==> src/design/lrrt_div_cell.sv <==
// ----------------------------------------------------------------------------
// Restoring divider cell
// One cell of the divider row: one quotient bit per cycle, handed onwards.
// ----------------------------------------------------------------------------
`default_nettype none
module lrrt_div_cell #(
  parameter int BIT = 0
) (
  input  wire logic        clk,
  input  wire logic        rst_n,
  input  wire logic        v_in,
  input  wire logic [16:0] rem_in,
  input  wire logic [16:0] quo_in,
  input  wire logic [15:0] div_in,
  output logic             v_out,
  output logic [16:0]      rem_out,
  output logic [16:0]      quo_out,
  output logic [15:0]      div_out
);

  logic [33:0] trial;
  logic [33:0] dshift;

  // Compare the remainder against the divisor shifted to this cell's bit.
  always_comb begin
    dshift = {18'd0, div_in} << BIT;
    trial  = {17'd0, rem_in};
  end

  always_ff @(posedge clk) begin
    if (!rst_n) begin
      v_out <= 1'b0;
    end else begin
      v_out <= v_in;
    end
  end

  always_ff @(posedge clk) begin
    div_out <= div_in;
    if (trial >= dshift) begin
      rem_out <= 17'(trial - dshift);
      quo_out <= quo_in | (17'd1 << BIT);
    end else begin
      rem_out <= rem_in;
      quo_out <= quo_in;
    end
  end

endmodule
`default_nettype wire

==> config.mk <==
export PLATFORM = sky130hd
export DESIGN_NAME = lrrt_div_cell
export DESIGN_NICKNAME = d
export VERILOG_FILES = /design/src/design/lrrt_div_cell.sv
export SDC_FILE = /design/constraint.sdc
export NUM_CORES = 1
export LEC_CHECK = 0
export ABC_AREA = 1
export ABC_CLOCK_PERIOD_IN_PS = 3400
export BUFFER_PORTS_ARGS = -buffer_cell sky130_fd_sc_hd__buf_2
export CORE_UTILIZATION = 52
export DETAILED_ROUTE_END_ITERATION = 7
export MAX_ROUTING_LAYER = met4
export PLACE_DENSITY = 0.85
export SLEW_MARGIN = 20
export SYNTH_ARGS = -nofsm -noshare
export SYNTH_HDL_FRONTEND = slang
export SYNTH_SLANG_ARGS = --single-unit
==> constraint.sdc <==
create_clock -name clk -period 3.4 [get_ports clk]
set_input_delay 0.34 -clock clk [delete_from_list [all_inputs] [get_ports clk]]
set_output_delay 0.34 -clock clk [all_outputs]
set_load 0.03 [all_outputs]
==> impl_metrics.csv <==
group,metric,value,unit
synthesis,synth_top_cell_by_area,"sky130_fd_sc_hd__dfxtp_1",
floorplan,boundaryPins,104,
cts,post_cts_buffers,0,
grt,gr-usage-met1,0.289,
grt,global_route.overflow_total,0,
floorplan,fp-row-count,25,
timing,final.min_clock_period,2.07,ns
power,vdd_ir_drop_max,0.264,mV
timing,tcrit_tclk_final,0.609,
routing,vias,2442,
routing,finalWirelength,5840,um
hold_path,timing.hold.worst.class,"in -> reg",
synthesis,yosys_warnings,0,
cts,path_clk_slew,0.09,ns
worst_setup_path,timing.critical_path.from_type,"input port",
worst_setup_path,cp_data_required_time,3.60,ns
synthesis,synth_top_cells_by_count,"129 x sky130_fd_sc_hd__nand2_1, 72 x sky130_fd_sc_hd__inv_1, 51 x sky130_fd_sc_hd__dfxtp_1",
routing,wl_per_cell,11.1,um
placement,gpl.final_weighted_congestion,0.875,
grt,number_of_global_route_vias_before_repair,2230,
power,power_per_cell_area,469,mW/mm2
synthesis,synth.yosys.seq_area_share,0.402,
cts,cts_tree,"yes",
cells_and_area,insertedDiodeCount,0,
cts,count_of_hold_buffers_inserted_by_post_cts_repair,0,
timing,achievable_freq,0.483,GHz
grt,grt_start_max_net_pins,19,
synthesis,synth_fp_nets,425,
synthesis,flip_flop_cell_with_the_highest_count_after_synthesis,"sky130_fd_sc_hd__dfxtp_1",
placement,postPlaceCellArea,0.00311,mm2
worst_setup_path,data_arrival_at_the_endpoint_of_the_critical_path,2.27,ns
timing,report.final.slew_viol_count,0,
cells_and_area,area_of_the_multi_input_gates,0.00121,mm2
floorplan,initial_utilization,0.537,
cells_and_area,core_utilization_of_the_finished_layout,0.679,
floorplan,fp.dieArea,0.00517,mm2
grt,grt_pass1_wl,9740,um
cts,cts.sink_count,51,
placement,io_buffer_count,103,
synthesis,ys_top_cells_by_area,"sky130_fd_sc_hd__dfxtp_1 40%, sky130_fd_sc_hd__nand2_1 19%, sky130_fd_sc_hd__inv_1 11%, sky130_fd_sc_hd__ha_1 7.9%, sky130_fd_sc_hd__nand4_1 4.9%",
cts,max-clock-path-buffers,2,
cells_and_area,postLayoutCellArea,0.00321,mm2
timing,final.setup.tns,0,ns
placement,sum_of_net_half_perimeters_after_detailed_placement,4510,um
worst_setup_path,kind_of_cell_adding_the_most_delay_to_the_critical_path,"simple AND/OR/NAND/NOR gates",
synthesis,synth_top_area_frac,0.402,
routing,via_per_inst,4.63,
grt,gr-usage-met3,0.0450,
synthesis,post_synth.cell_area_avg,7.15,um2
cts,numCtsBuffers,5,
timing,finalSetupViolCount,0,
cts,ctsResizeCount,0,
worst_setup_path,timing.critical_path.cells,"buf_2, ha_1, a21oi_1, o21ai_0, nor2_4, nand3_4, or2_1",
synthesis,number_of_synthesized_register_bits,51,
worst_setup_path,crit_fanout,18,
cells_and_area,nNetsFinal,530,
power,power,1.50,mW
worst_setup_path,timing.critical_path.buf_inv,1,
synthesis,synth_enable_flop_cells,0,
worst_setup_path,critical_path.endpoint_type,"flop",
cells_and_area,fillers,440,
synthesis,netlist_instances,355,
cells_and_area,layout-area-overhead-vs-synth,26.3,%
worst_setup_path,slowest_delay,0.46,ns
worst_setup_path,critical_path_cell_count,7,
grt,grt_most_used_layer,"met2",
worst_setup_path,worstSetupEndpoint,"quo_out[0]$_SDFF_PP1_",
floorplan,die_w,71.9,um
synthesis,synth.most_common_cell,"sky130_fd_sc_hd__nand2_1",
cts,clockRootBuffer,"sky130_fd_sc_hd__clkbuf_8",
synthesis,postSynth.asyncResetShare,0,
floorplan,core_region_area,0.00472,mm2
worst_setup_path,critical_path.slowest_cell,"sky130_fd_sc_hd__nor2_4",
cells_and_area,fraction_of_final_layout_cells_with_drive_strength_greater_than_1,0.275,
routing,drtPass1Iterations,4,
flow_run,timing.max_cap.violations,0,
timing,rsz0062_at_grt,"no",
grt,globalRouteTotalUtil,0.248,
routing,detailedRoute.firstIterationViolations,106,
floorplan,chipHeight,71.9,um
routing,remaining_design_rule_violation_count,0,
status,result_of_the_run,"complete, no violations",
timing,timing.final.hold_violations,0,
grt,grt_antenna_before_repair,0,
synthesis,syn-cell-area,0.00254,mm2
cells_and_area,seqCellArea,0.00102,mm2
timing,tightestPinTransition,0.515,ns
worst_setup_path,crit_path_start,"rem_in[14]",
worst_setup_path,setup.worst_path.class,"in -> reg",
power,power_leakage,1.93,nW
cts,cts_htree_levels,2,
grt,met2_usage,0.435,
synthesis,yosys.cell_types.count,27,
timing,max_slew_margin,0.656,
routing,antenna_left,0,
where the power goes:
group          switching (mW)  internal [mW]
Combinational           0.316          0.149
Sequential             0.0122          0.657
Clock                   0.203          0.166
cells in the final DEF (no fill, tap or decap):
cell and n:
sky130_fd_sc_hd__nor3_2 1, sky130_fd_sc_hd__nor2_1 10, sky130_fd_sc_hd__nand2_4 1, sky130_fd_sc_hd__nand2_2 3, sky130_fd_sc_hd__nand3_4 2, sky130_fd_sc_hd__dfxtp_1 51, sky130_fd_sc_hd__o21ai_0 2, sky130_fd_sc_hd__nor2_4 2
sky130_fd_sc_hd__clkinv_4 1, sky130_fd_sc_hd__a21oi_2 1, sky130_fd_sc_hd__inv_2 1, sky130_fd_sc_hd__ha_1 16, sky130_fd_sc_hd__clkinvlp_4 1, sky130_fd_sc_hd__or2_1 1, sky130_fd_sc_hd__a21oi_1 9, sky130_fd_sc_hd__fa_1 1
sky130_fd_sc_hd__nor3_1 2, sky130_fd_sc_hd__inv_1 72, sky130_fd_sc_hd__nand2_1 129, sky130_fd_sc_hd__nor2_2 3, sky130_fd_sc_hd__clkbuf_8 6, sky130_fd_sc_hd__nand3_2 1, sky130_fd_sc_hd__xor2_1 6, sky130_fd_sc_hd__and2_1 1
sky130_fd_sc_hd__buf_2 103, sky130_fd_sc_hd__nand3_1 13, sky130_fd_sc_hd__xnor2_1 1, sky130_fd_sc_hd__or2_2 1, sky130_fd_sc_hd__nand4_1 20
registers in the layout (all words and copies together), names as in the netlist:
register,cells
div_out,16
v_out,1
rem_out,17
quo_out,17
layer usage:
layer / share of wire / vias up
met5: 0 / -
met3: 0.074 / 6
met2: 0.47 / 94
met1: 0.45 / 1050
li1: - / 1292
met4: 0.012 / 0
stage by stage:
step	worst slack, ns	instances	hold slack [ns]
4_1_cts	1.36	528	0.129
5_1_grt	1.21	528	0.123
3_3_place_gp	1.13	520	0.442
3_5_place_dp	1.04	520	0.444
6_report	1.33	528	0.127
2_1_floorplan	1.71	355	0.368
layout make-up:
| type | count | area share |
|---|---|---|
| Multi-Input combinational cell | 226 | 0.378 |
| Sequential cell | 51 | 0.319 |
| Timing Repair Buffer | 103 | 0.161 |
| Inverter | 73 | 0.0855 |
| Tap cell | 67 | 0.0262 |
| Clock buffer | 6 | 0.0258 |
| Clock inverter | 2 | 0.00507 |
worst min-delay path by stage:
stage / from / endpoint / slack (ns) / cells past startpoint
6_report: quo_in[1] / quo_out[1]$_DFF_P_ / 0.13 / 1
5_1_grt: quo_in[13] / quo_out[13]$_DFF_P_ / 0.12 / 1
3_5_place_dp: quo_in[5] / quo_out[5]$_DFF_P_ / 0.44 / 1
2_1_floorplan: div_in[0] / div_out[0]$_DFF_P_ / 0.37 / 0
4_1_cts: quo_in[5] / quo_out[5]$_DFF_P_ / 0.13 / 1
3_3_place_gp: quo_in[4] / quo_out[4]$_DFF_P_ / 0.44 / 1
logic make-up after synthesis:
logic type	Yosys count	share of synthesized area
AOI/OAI and AO/OA	12	0.0251
xor gates and xnor gates	7	0.0242
and+or+nand+nor	190	0.342
DFF	51	0.402
adders and majority gates	17	0.0867
buffers and inverters	78	0.120
No activity file was read; power rests on OpenSTA's default activity.
